## config.mk

```make
export PLATFORM = sky130hd
export DESIGN_NAME = expression_token_lexer_unit_flat
export DESIGN_NICKNAME = d
export VERILOG_FILES = /design/src/rtl/core/etl_pkg.sv /design/src/rtl/core/etl_if.sv /design/src/rtl/core/etl_step.sv /design/src/rtl/core/etl_fifo.sv /design/src/rtl/core/expression_token_lexer_unit.sv /design/src/flat_wrapper.sv
export SDC_FILE = /design/constraint.sdc
export NUM_CORES = 1
export LEC_CHECK = 0
export BUFFER_PORTS_ARGS = -buffer_cell sky130_fd_sc_hd__buf_2
export CORE_UTILIZATION = 40
export DETAILED_ROUTE_END_ITERATION = 7
export GPL_TIMING_DRIVEN = 0
export PLACE_DENSITY_LB_ADDON = 0.15
export SLEW_MARGIN = 0
export SYNTH_ARGS = -nofsm -noshare
export SYNTH_HDL_FRONTEND = slang
export SYNTH_SLANG_ARGS = --single-unit
```

## constraint.sdc

```tcl
create_clock -name clk_i -period 8.1 [get_ports clk_i]
set_clock_uncertainty 0.2 [all_clocks]
set_input_delay 1.215 -clock clk_i [delete_from_list [all_inputs] [get_ports clk_i]]
set_output_delay 1.215 -clock clk_i [all_outputs]
set_load 0.03 [all_outputs]
```

## src/rtl/core/etl_pkg.sv

```systemverilog
// ----------------------------------------------------------------------------
// etl_pkg
// Shared types, codes and character-class helpers for the expression lexer.
// ----------------------------------------------------------------------------
package etl_pkg;

  // lexer mode between characters
  typedef enum logic [3:0] {
    M_IDLE = 4'd0,
    M_ZERO = 4'd1,
    M_HEX0 = 4'd2,
    M_HEX  = 4'd3,
    M_OCT0 = 4'd4,
    M_OCT  = 4'd5,
    M_BIN0 = 4'd6,
    M_BIN  = 4'd7,
    M_DEC  = 4'd8,
    M_NAME = 4'd9,
    M_ERR  = 4'd10
  } mode_e;

  typedef enum logic [3:0] {
    K_NUM    = 4'd0,
    K_NAME   = 4'd1,
    K_LPAREN = 4'd2,
    K_RPAREN = 4'd3,
    K_ADD    = 4'd4,
    K_SUB    = 4'd5,
    K_MUL    = 4'd6,
    K_DIV    = 4'd7,
    K_MOD    = 4'd8,
    K_ASSIGN = 4'd9,
    K_SEMI   = 4'd10,
    K_AT     = 4'd11,
    K_END    = 4'd12,
    K_ERROR  = 4'd13
  } kind_e;

  typedef enum logic [2:0] {
    ERR_NONE   = 3'd0,
    ERR_HEX    = 3'd1,
    ERR_OCT    = 3'd2,
    ERR_BIN    = 3'd3,
    ERR_PREFIX = 3'd4,
    ERR_CHAR   = 3'd5
  } err_e;

  typedef struct packed {
    kind_e        kind;
    logic [63:0]  number_value;
    logic [15:0]  name_start;
    logic [15:0]  name_length;
    err_e         error_kind;
    logic         last;
  } tok_t;

  typedef struct packed {
    logic  hit;
    kind_e kind;
  } op_t;

  localparam int FIFO_DEPTH = 4;
  localparam int FIFO_AW    = $clog2(FIFO_DEPTH);
  localparam int FIFO_CW    = $clog2(FIFO_DEPTH + 1);

  function automatic logic is_dig(logic [7:0] c);
    return (c >= "0") && (c <= "9");
  endfunction

  function automatic logic is_alpha(logic [7:0] c);
    return ((c >= "a") && (c <= "z")) || ((c >= "A") && (c <= "Z"));
  endfunction

  function automatic logic is_hex(logic [7:0] c);
    return is_dig(c) || ((c >= "a") && (c <= "f")) || ((c >= "A") && (c <= "F"));
  endfunction

  function automatic logic is_space(logic [7:0] c);
    return (c == " ") || ((c >= 8'd9) && (c <= 8'd13));
  endfunction

  // letter digits fold case with the 0x5F mask, then drop the 'A'-10 offset
  function automatic logic [3:0] hex_val(logic [7:0] c);
    logic [7:0] v;
    if (is_dig(c)) begin
      v = c & 8'h0F;
    end else begin
      v = (c & 8'h5F) - 8'd55;
    end
    return v[3:0];
  endfunction

  function automatic op_t op_lookup(logic [7:0] c);
    op_t r;
    r.hit  = 1'b1;
    r.kind = K_END;
    case (c)
      "(":     r.kind = K_LPAREN;
      ")":     r.kind = K_RPAREN;
      "+":     r.kind = K_ADD;
      "-":     r.kind = K_SUB;
      "*":     r.kind = K_MUL;
      "/":     r.kind = K_DIV;
      "%":     r.kind = K_MOD;
      "=":     r.kind = K_ASSIGN;
      ";":     r.kind = K_SEMI;
      "@":     r.kind = K_AT;
      default: r.hit  = 1'b0;
    endcase
    return r;
  endfunction

  function automatic tok_t mk_tok(kind_e k, logic [63:0] num, logic [15:0] st,
                                  logic [15:0] len, err_e e);
    tok_t t;
    t.kind         = k;
    t.number_value = num;
    t.name_start   = st;
    t.name_length  = len;
    t.error_kind   = e;
    t.last         = 1'b0;
    return t;
  endfunction

endpackage

```

## src/rtl/core/etl_if.sv

```systemverilog
// ----------------------------------------------------------------------------
// etl_if
// Valid/ready channels: character words in, token words out.
// ----------------------------------------------------------------------------
interface etl_char_if;
  logic       valid;
  logic       ready;
  logic [7:0] ch;

  modport source (output valid, output ch, input ready);
  modport sink   (input valid, input ch, output ready);
endinterface

interface etl_token_if;
  logic        valid;
  logic        ready;
  logic [3:0]  token_kind;
  logic [63:0] number_value;
  logic [15:0] name_start;
  logic [15:0] name_length;
  logic [2:0]  error_kind;
  logic        last;

  modport source (output valid, output token_kind, output number_value,
                  output name_start, output name_length, output error_kind,
                  output last, input ready);
  modport sink   (input valid, input token_kind, input number_value,
                  input name_start, input name_length, input error_kind,
                  input last, output ready);
endinterface

```

## src/rtl/core/etl_step.sv

```systemverilog
// ----------------------------------------------------------------------------
// etl_step
// One character of lexing: next mode/accumulator/position and up to two tokens.
// ----------------------------------------------------------------------------
module etl_step import etl_pkg::*; #(
  parameter int POSITION_WIDTH = 16
) (
  input  mode_e                     mode_i,
  input  logic [63:0]               acc_i,
  input  logic [POSITION_WIDTH-1:0] pos_i,
  input  logic [POSITION_WIDTH-1:0] start_i,
  input  logic [7:0]                ch_i,
  output mode_e                     mode_o,
  output logic [63:0]               acc_o,
  output logic [POSITION_WIDTH-1:0] pos_o,
  output logic [POSITION_WIDTH-1:0] start_o,
  output logic [1:0]                cnt_o,
  output tok_t                      tok_o [2]
);

  localparam logic [POSITION_WIDTH-1:0] PosMax = '1;

  logic [31:0] start_ext;
  logic [31:0] len_ext;
  logic        reproc;
  logic        name_ch;
  op_t         op;

  assign start_ext = 32'(start_i);
  assign len_ext   = 32'(pos_i - start_i);
  assign name_ch   = is_alpha(ch_i) || is_dig(ch_i) || (ch_i == "_");
  assign op        = op_lookup(ch_i);

  always_comb begin
    mode_o  = mode_i;
    acc_o   = acc_i;
    start_o = start_i;
    pos_o   = pos_i;
    reproc  = 1'b0;
    cnt_o   = 2'd0;
    tok_o[0] = '0;
    tok_o[1] = '0;

    case (mode_i)
      M_ZERO: begin
        if (ch_i == "x" || ch_i == "X") begin
          mode_o = M_HEX0;
        end else if (ch_i == "b" || ch_i == "B") begin
          mode_o = M_BIN0;
        end else if (ch_i == "o" || ch_i == "O") begin
          mode_o = M_OCT0;
        end else begin
          tok_o[0] = mk_tok(K_ERROR, '0, '0, '0, ERR_PREFIX);
          cnt_o = 2'd1; mode_o = M_ERR; acc_o = '0;
        end
      end
      M_HEX0: begin
        if (is_hex(ch_i)) begin
          acc_o = 64'(hex_val(ch_i)); mode_o = M_HEX;
        end else begin
          tok_o[0] = mk_tok(K_ERROR, '0, '0, '0, ERR_HEX);
          cnt_o = 2'd1; mode_o = M_ERR; acc_o = '0;
        end
      end
      M_OCT0: begin
        if (ch_i >= "0" && ch_i <= "7") begin
          acc_o = 64'(ch_i[2:0]); mode_o = M_OCT;
        end else begin
          tok_o[0] = mk_tok(K_ERROR, '0, '0, '0, ERR_OCT);
          cnt_o = 2'd1; mode_o = M_ERR; acc_o = '0;
        end
      end
      M_BIN0: begin
        if (ch_i == "0" || ch_i == "1") begin
          acc_o = 64'(ch_i[0]); mode_o = M_BIN;
        end else begin
          tok_o[0] = mk_tok(K_ERROR, '0, '0, '0, ERR_BIN);
          cnt_o = 2'd1; mode_o = M_ERR; acc_o = '0;
        end
      end
      M_HEX, M_OCT, M_BIN, M_DEC: begin
        if (mode_i == M_HEX && is_hex(ch_i)) begin
          acc_o = (acc_i << 4) + 64'(hex_val(ch_i));
        end else if (mode_i == M_OCT && ch_i >= "0" && ch_i <= "7") begin
          acc_o = (acc_i << 3) + 64'(ch_i[2:0]);
        end else if (mode_i == M_BIN && (ch_i == "0" || ch_i == "1")) begin
          acc_o = (acc_i << 1) + 64'(ch_i[0]);
        end else if (mode_i == M_DEC && is_dig(ch_i)) begin
          // times ten as two shifts
          acc_o = (acc_i << 3) + (acc_i << 1) + 64'(ch_i[3:0]);
        end else begin
          tok_o[0] = mk_tok(K_NUM, acc_i, '0, '0, ERR_NONE);
          cnt_o = 2'd1; acc_o = '0; mode_o = M_IDLE; reproc = 1'b1;
        end
      end
      M_NAME: begin
        if (!name_ch) begin
          tok_o[0] = mk_tok(K_NAME, '0, start_ext[15:0], len_ext[15:0], ERR_NONE);
          cnt_o = 2'd1; mode_o = M_IDLE; reproc = 1'b1;
        end
      end
      M_ERR: begin
        // skip until NUL
      end
      default: begin
        mode_o = M_IDLE; reproc = 1'b1;
      end
    endcase

    // idle-mode lexing, also for the character that closed a number or name
    if (reproc) begin
      if (is_space(ch_i)) begin
        // skipped
      end else if (ch_i == "0") begin
        mode_o = M_ZERO; acc_o = '0;
      end else if (is_dig(ch_i)) begin
        mode_o = M_DEC; acc_o = 64'(ch_i[3:0]);
      end else if (is_alpha(ch_i) || ch_i == "_") begin
        mode_o = M_NAME; start_o = pos_i;
      end else if (ch_i == 8'd0) begin
        tok_o[cnt_o[0]] = mk_tok(K_END, '0, '0, '0, ERR_NONE);
        cnt_o = cnt_o + 2'd1;
      end else if (op.hit) begin
        tok_o[cnt_o[0]] = mk_tok(op.kind, '0, '0, '0, ERR_NONE);
        cnt_o = cnt_o + 2'd1;
      end else begin
        tok_o[cnt_o[0]] = mk_tok(K_ERROR, '0, '0, '0, ERR_CHAR);
        cnt_o = cnt_o + 2'd1; mode_o = M_ERR; acc_o = '0;
      end
    end

    if (ch_i == 8'd0) begin
      mode_o = M_IDLE; acc_o = '0; pos_o = '0; start_o = '0;
    end else if (pos_i != PosMax) begin
      pos_o = pos_i + 1'b1;
    end

    if (cnt_o == 2'd2) begin
      tok_o[1].last = 1'b1;
    end else if (cnt_o == 2'd1) begin
      tok_o[0].last = 1'b1;
    end
  end

endmodule

```

## src/rtl/core/etl_fifo.sv

```systemverilog
// ----------------------------------------------------------------------------
// etl_fifo
// Result queue: takes zero, one or two tokens per cycle, hands out one while the reader is ready.
// ----------------------------------------------------------------------------
module etl_fifo import etl_pkg::*; (
  input  logic       clk_i,
  input  logic       rst_ni,
  input  logic [1:0] push_cnt_i,
  input  tok_t       tok_i [2],
  output logic       room_o,
  output logic       valid_o,
  input  logic       ready_i,
  output tok_t       tok_o
);

  tok_t               mem_q [FIFO_DEPTH];
  logic [FIFO_AW-1:0] wptr_q, wptr_d, rptr_q, rptr_d;
  logic [FIFO_CW-1:0] cnt_q, cnt_d;
  logic               pop;

  assign valid_o = (cnt_q != '0);
  assign tok_o   = mem_q[rptr_q];
  assign pop     = valid_o && ready_i;
  // two free slots guarantee a worst-case push
  assign room_o  = (cnt_q <= FIFO_CW'(FIFO_DEPTH - 2));

  always_comb begin
    wptr_d = wptr_q + FIFO_AW'(push_cnt_i);
    rptr_d = rptr_q + FIFO_AW'(pop);
    cnt_d  = cnt_q + FIFO_CW'(push_cnt_i) - FIFO_CW'(pop);
  end

  always_ff @(posedge clk_i or negedge rst_ni) begin
    if (!rst_ni) begin
      wptr_q <= '0;
      rptr_q <= '0;
      cnt_q  <= '0;
    end else begin
      wptr_q <= wptr_d;
      rptr_q <= rptr_d;
      cnt_q  <= cnt_d;
    end
  end

  always_ff @(posedge clk_i) begin
    if (push_cnt_i != 2'd0) begin
      mem_q[wptr_q] <= tok_i[0];
    end
    if (push_cnt_i == 2'd2) begin
      mem_q[wptr_q + FIFO_AW'(1)] <= tok_i[1];
    end
  end

endmodule

```

## src/rtl/core/expression_token_lexer_unit.sv

```systemverilog
// ----------------------------------------------------------------------------
// expression_token_lexer_unit
// Character-at-a-time lexer for C-style expressions, emitting token words.
// ----------------------------------------------------------------------------
// Throughput: 1 character per cycle; a character may emit 0, 1 or 2 tokens,
//   and the output drains 1 token per cycle while the sink is ready,
//   through a 4-entry result queue; the input stalls while the queue holds
//   more than two tokens.
// Reset: asynchronous, active low; mode idle, accumulator and position
//   zero, input register and result queue empty.
module expression_token_lexer_unit import etl_pkg::*; #(
  parameter int POSITION_WIDTH = 16
) (
  input  logic               clk_i,
  input  logic               rst_ni,
  etl_char_if.sink           ch_i,
  etl_token_if.source        tok_o
);

  // input register
  logic       in_vld_q;
  logic [7:0] ch_q;

  // lexer state
  mode_e                     mode_q, mode_d;
  logic [63:0]               acc_q, acc_d;
  logic [POSITION_WIDTH-1:0] pos_q, pos_d;
  logic [POSITION_WIDTH-1:0] start_q, start_d;

  logic [1:0] step_cnt;
  tok_t       step_tok [2];
  logic       room;
  logic       fire;
  tok_t       head;

  // the held character is lexed once the queue can take two tokens
  assign fire       = in_vld_q && room;
  assign ch_i.ready = !in_vld_q || fire;

  always_ff @(posedge clk_i or negedge rst_ni) begin
    if (!rst_ni) begin
      in_vld_q <= 1'b0;
    end else if (ch_i.ready) begin
      in_vld_q <= ch_i.valid;
    end
  end

  always_ff @(posedge clk_i) begin
    if (ch_i.ready && ch_i.valid) begin
      ch_q <= ch_i.ch;
    end
  end

  etl_step #(
    .POSITION_WIDTH (POSITION_WIDTH)
  ) u_step (
    .mode_i  (mode_q),
    .acc_i   (acc_q),
    .pos_i   (pos_q),
    .start_i (start_q),
    .ch_i    (ch_q),
    .mode_o  (mode_d),
    .acc_o   (acc_d),
    .pos_o   (pos_d),
    .start_o (start_d),
    .cnt_o   (step_cnt),
    .tok_o   (step_tok)
  );

  always_ff @(posedge clk_i or negedge rst_ni) begin
    if (!rst_ni) begin
      mode_q  <= M_IDLE;
      acc_q   <= '0;
      pos_q   <= '0;
      start_q <= '0;
    end else if (fire) begin
      mode_q  <= mode_d;
      acc_q   <= acc_d;
      pos_q   <= pos_d;
      start_q <= start_d;
    end
  end

  etl_fifo u_fifo (
    .clk_i      (clk_i),
    .rst_ni     (rst_ni),
    .push_cnt_i (fire ? step_cnt : 2'd0),
    .tok_i      (step_tok),
    .room_o     (room),
    .valid_o    (tok_o.valid),
    .ready_i    (tok_o.ready),
    .tok_o      (head)
  );

  assign tok_o.token_kind   = head.kind;
  assign tok_o.number_value = head.number_value;
  assign tok_o.name_start   = head.name_start;
  assign tok_o.name_length  = head.name_length;
  assign tok_o.error_kind   = head.error_kind;
  assign tok_o.last         = head.last;

endmodule

```

## src/flat_wrapper.sv

```systemverilog
// flat-port wrapper written by rule: the top's interface ports become plain ports
module expression_token_lexer_unit_flat import etl_pkg::*;
#(
  parameter int POSITION_WIDTH = 16
)
  (clk_i, rst_ni, ch_i_valid, ch_i_ch, ch_i_ready, tok_o_valid, tok_o_token_kind, tok_o_number_value, tok_o_name_start, tok_o_name_length, tok_o_error_kind, tok_o_last, tok_o_ready);
  etl_char_if ch_i_i ();
  etl_token_if tok_o_i ();
  input  logic clk_i;
  input  logic rst_ni;
  input wire logic [$bits(ch_i_i.valid)-1:0] ch_i_valid;
  input wire logic [$bits(ch_i_i.ch)-1:0] ch_i_ch;
  output wire logic [$bits(ch_i_i.ready)-1:0] ch_i_ready;
  output wire logic [$bits(tok_o_i.valid)-1:0] tok_o_valid;
  output wire logic [$bits(tok_o_i.token_kind)-1:0] tok_o_token_kind;
  output wire logic [$bits(tok_o_i.number_value)-1:0] tok_o_number_value;
  output wire logic [$bits(tok_o_i.name_start)-1:0] tok_o_name_start;
  output wire logic [$bits(tok_o_i.name_length)-1:0] tok_o_name_length;
  output wire logic [$bits(tok_o_i.error_kind)-1:0] tok_o_error_kind;
  output wire logic [$bits(tok_o_i.last)-1:0] tok_o_last;
  input wire logic [$bits(tok_o_i.ready)-1:0] tok_o_ready;
  assign ch_i_i.valid = ch_i_valid;
  assign ch_i_i.ch = ch_i_ch;
  assign ch_i_ready = ch_i_i.ready;
  assign tok_o_valid = tok_o_i.valid;
  assign tok_o_token_kind = tok_o_i.token_kind;
  assign tok_o_number_value = tok_o_i.number_value;
  assign tok_o_name_start = tok_o_i.name_start;
  assign tok_o_name_length = tok_o_i.name_length;
  assign tok_o_error_kind = tok_o_i.error_kind;
  assign tok_o_last = tok_o_i.last;
  assign tok_o_i.ready = tok_o_ready;
  expression_token_lexer_unit #(.POSITION_WIDTH(POSITION_WIDTH)) u_core (.clk_i(clk_i), .rst_ni(rst_ni), .ch_i(ch_i_i), .tok_o(tok_o_i));
endmodule
```

Word-level counts from Yosys, hierarchy flattened
Memories as Yosys holds them, arrays and structs flattened.
Cells that the tools add are included.
- flip-flop bits (word level): 116
- RAM bits: 416
- bits of input ports: 12
- output and inout port bits: 106
- word-level logic and storage cells: 225
- memories kept: 1
- add/sub/neg operators: 14
- magnitude comparators: 14
- equal/unequal tests: 37
- muxes and demuxes: 103
- bitwise logic cells: 7
- reduce and logical (&&, ||, !) cells: 40
- memories (memory ; words ; bits a word ; rd ports ; clocked after memory_dff ; wr ports ; line ; source):
    u_core.u_fifo.mem_q ; 4 ; 104 ; 1 ; 0 ; 2 ; etl_fifo.sv:16 ; tok_t mem_q [FIFO_DEPTH];
- operator list (operator ; number):
    2-to-1 mux 208 bit ; 7
    2-to-1 mux 64 bit ; 14
    2-to-1 mux 104 bit ; 7
    one-hot mux 104 bit (6 select lines) ; 1
    2-to-1 mux 100 bit ; 4
    one-hot mux 64 bit (5 select lines) ; 1
    bitwise mux 208 bit ; 1
    bitwise AND 204 bit ; 1
    NOT 204 bit ; 1
    bitwise AND 198 bit ; 1
    NOT 198 bit ; 1
    adder 64 x 4 -> 64 bit ; 2
    2-to-1 mux 16 bit ; 8
    demux 104 bit (select 1 bit) ; 1
    2-to-1 mux 101 bit ; 1
    equality test 8 x 6 -> 1 bit, second input constant ; 12
    2-to-1 mux 4 bit ; 22
    adder 64 x 1 -> 64 bit ; 1
    adder 64 x 3 -> 64 bit ; 1
    adder 64 bit ; 1
    equality test 8 x 7 -> 1 bit, second input constant ; 8
    one-hot mux 4 bit (10 select lines) ; 1
    <= comparator 8 x 7 -> 1 bit, second input constant ; 4
    one-hot mux 4 bit (7 select lines) ; 1
    other kinds (43) ; 113

Logic depth before layout (Yosys ltp)
- depth in word-level cells: 24
- gate-level depth with buffers: 17
- depth with buffers taken out: 16

By module
From an unflattened synthesis, not the netlist that was laid out.
- cell total of the unflattened synthesis: 2750
- area total of the unflattened synthesis: 34921.0 µm²
- modules (own cells, without submodules) (module ; times used ; cells each ; area each (µm²) ; sequential area each (µm²)):
    etl_fifo ; 1 ; 1046 ; 20860.0 ; 12667.1
    etl_step ; 1 ; 1479 ; 9983.3 ; 0.0
    expression_token_lexer_unit ; 1 ; 225 ; 4077.7 ; 2767.7

Worst setup path before layout
OpenSTA, ideal clock, no wires.
- kind: reg2reg
- start: register u_core.ch_q[1]
- end: memory u_core.u_fifo.mem_q[1][0] (netlist bit), enable pin
- setup time: 567 ps
- arrival time: 7486 ps
- data required time: 7333 ps
- setup slack: -153 ps
- cell stages (with the launch flop): 14
- buffers on the path: 2
- clock period less this slack: 8253 ps
- path through: edfxtp_1 -> buf_2 -> inv_1 -> ha_1 -> buf_2 -> o21ba_2 -> o21ai_1 -> a2111oi_4 -> a311oi_4 -> nand3b_4 -> ha_1 -> or3_4 -> o31a_1 -> nor2_1
- RTL lines (what ; line ; source):
    from (decl) ; expression_token_lexer_unit.sv:22 ; logic [7:0] ch_q;
    from (signal assigned) ; expression_token_lexer_unit.sv:50 ; ch_q <= ch_i.ch;
    to (decl) ; etl_fifo.sv:16 ;

==> impl_metrics.py <==
metrics = {
    "status": {
        "outcome": "complete, but fails checks",
        "violations": "DRC",
    },
    "drt": {
        "vias": 22800,
        "drt-vias-per-instance": 5.92,
        "drt_pass1_iterations": 8,
        "drc": 24,
        "ant_nets": 0,
        "wl_per_cell_um": 24.1,
        "drtIter0Drc": 2196,
        "wl_um": 92600,
    },
    "yosys": {
        "syn_area_mm2": 0.0297,
        "synth_async_sr_flop_share_pct": 20.3,
        "netlist_top_cells_count": "482 x nor2_1, 424 x edfxtp_1, 247 x nand2_1",
        "synth_largest_area_cell": "edfxtp_1",
        "ys_types": 93,
        "yosysMostFrequentCell": "nor2_1",
        "synth_cells": 2649,
        "netlist.area_leader.share_pct": 42.8,
        "ys_ff_latch": 532,
        "ys_warn_count": 0,
        "synth_flop_cell": "edfxtp_1",
        "synth.area.top_cells": "edfxtp_1 43%, dfrtp_1 9.1%, mux4_2 7.9%, ha_1 6.3%, nor2_1 6.1%",
        "avgSynthCellArea_um2": 11.2,
        "ys_seq_area_share_pct": 51.9,
        "syn-num-nets": 2814,
        "synth-edff-count": 424,
    },
    "layout": {
        "fin_area_mm2": 0.0338,
        "drive_gt1_share_pct": 15.0,
        "nets": 3006,
        "area_growth_pct": 13.6,
        "finalNonFillerCells": 3851,
    },
    "placement": {
        "place_inst": 3740,
        "placed_area_mm2": 0.0319,
        "io_buffers": 117,
        "dpl.hpwl_um": 67000,
        "gp_congestion": 0.913,
    },
    "global_route": {
        "grt_pass1_vias": 22600,
        "antenna_found_initial": 1,
        "grt_usage_pct": 24.6,
        "gr-total-overflow": 0,
        "grt_pass1_wl_um": 140000,
        "grt_max_degree": 63,
    },
    "sta": {
        "worst_slew_margin_rel_pct": 12.6,
        "max_freq_ghz": 0.177,
        "period_needed_ns": 5.65,
        "final-hold-violation-count": 0,
        "setup_viol": 0,
        "rsz0062_at_grt": "false",
        "tightest_slew_ns": 1.31,
        "finalCritPeriodShare_pct": 69.7,
        "slew_violations": 0,
    },
    "clocking": {
        "clockRootBuffer": "clkbuf_16",
        "worstSkewPairLatency_ns": 0.65,
        "numCtsBuffers": 58,
        "clock-sinks": 532,
        "cts_tree": "built",
        "cts-htree-levels": 2,
        "cts_hold_buf": 0,
        "cts_resized": 0,
        "postCtsSetupBuffers": 0,
        "ctsLongestPathBuffers": 3,
        "clkTransAtPathRegs_ns": 0.06,
    },
    "die": {
        "rows": 99,
        "io_pins": 118,
        "die_area_mm2": 0.0754,
        "design.core.area_mm2": 0.0732,
        "start_util_pct": 40.6,
        "die_h_um": 275,
        "chipWidth_um": 275,
    },
    "critical_path": {
        "critPathArrivalTime_ns": 5.74,
        "cp.required_ns": 8.19,
        "worstSetupPathType": "flip-flop to flip-flop",
        "cp-end-kind": "flip-flop",
        "worstSetupStartpointType": "flip-flop",
        "reg2reg_slack_ns": 2.45,
        "worst-path-max-fanout": 51,
    },
    "worst_hold_path": {
        "hold_class": "flip-flop to flip-flop",
    },
    "power_and_ir_drop": {
        "p_leak_nw": 13.8,
        "power.density_mw_per_mm2": 333,
        "worst_ir_drop_vdd_uv": 208,
    },
    "run": {
        "drv_cap": 0,
    },
}
[per-stage QoR]
stage	worst slack, ns	power (mW)	utilization, %	TNS [ns]	hold slack (ns)
after floorplan	-0.153	7.14	-	-31.82	0.264
after global placement	-5.10	8.68	43.1	-1191.06	0.286
after detailed placement	2.52	8.73	43.6	0	0.300
after CTS	2.47	11.3	46.1	0	0.314
after global routing	2.13	11.8	46.1	0	0.344
final	2.45	11.3	46.1	0	0.307
[worst max-delay path, stage by stage, from the launching register on]
cell,delay (ns)
edfxtp_1,0.46
buf_2,0.25
inv_1,0.12
ha_1,0.20
buf_2,0.19
o21bai_1,0.25
a21o_1,0.15
clkbuf_1,0.42
nand3_1,0.59
nand3b_4,0.31
ha_1,0.33
nor3_2,0.26
and3_1,0.20
buf_2,0.28
a21o_4,0.42
buf_12,0.29
buf_16,0.31
[per-layer routing]
metal / track usage (%) / wire length, µm
met4: 5.72 / 1730
met1: 34.9 / 41500
met5: 0 / 0
met2: 40.2 / 43800
met3: 2.80 / 5650
[area by class of cell]
type	instances	area [µm²]
fillers	6731	39400
flip-flops and latches	532	15400
multi-input cells	1895	13400
clock buffers	71	1530
well taps	959	1200
repair buffers	132	930
plain buffers	171	748
clock inverters	39	335
inverters	51	191
diodes	1	2.50
[final timing paths]
check	startpoint	to	cells after the start
max in group asynchronous	rst_ni	u_core.u_fifo.cnt_q[0]	2
hold reg to reg	u_core.acc_q[63]	u_core.acc_q[63]	2
setup reg to reg	u_core.ch_q[1]	u_core.u_fifo.mem_q[0][67]	16
hold / removal	u_core.acc_q[63]	u_core.acc_q[63]	2
min in group asynchronous	rst_ni	u_core.acc_q[37]	1
setup / recovery	u_core.ch_q[1]	u_core.u_fifo.mem_q[0][67]	16
[placed cells by master (no fill, tap or decap), types with 19 or more instances in the layout]
cell type,instances
dfrtp_1,108
a21oi_1,134
buf_2,186
a21o_1,43
nor3_1,50
inv_1,48
nand3_1,43
clkbuf_16,59
nand2_1,247
or3_1,19
edfxtp_1,424
a22o_1,27
o31ai_1,20
a222oi_1,46
xnor2_1,42
clkbuf_1,98
nor2_1,480
and3_1,22
xor2_1,41
ha_1,149
o21ai_0,119
mux4_2,104
[report_power, final]
part | total (mW) | internal [mW] | leakage [nW] | switching [mW]
registers | 3.84 | 3.65 | 5.43 | 0.189
clock network | 2.61 | 1.45 | 0.891 | 1.16
logic | 4.80 | 1.58 | 7.50 | 3.22
total | 11.3 | 6.69 | 13.8 | 4.57
[cell families (layout without fill, tap and decap cells)]
| logic type | count (synthesis) | after routing | synth area share, % |
|---|---|---|---|
| AND/OR/NAND/NOR | 969 | 969 | 14.2 |
| adder cells (fa/ha/maj) | 153 | 153 | 6.54 |
| flip-flops | 532 | 532 | 51.9 |
| XOR/XNOR | 83 | 83 | 2.44 |
| multiplexers | 110 | 110 | 8.09 |
| other | 0 | 1 | 0 |
| AO/OA/AOI/OAI | 580 | 580 | 13.6 |
| buffers and inverters | 222 | 464 | 3.16 |
[sequential cells by signal (all words and copies together) (netlist names)]
register,flops
u_core.acc_q,64
u_core.ch_q,8
u_core.in_vld_q,1
u_core.mode_q,4
u_core.pos_q,16
u_core.start_q,16
u_core.u_fifo.cnt_q,3
u_core.u_fifo.mem_q,416
u_core.u_fifo.rptr_q,2
u_core.u_fifo.wptr_q,2
No activity file was read; power rests on OpenSTA's default activity.
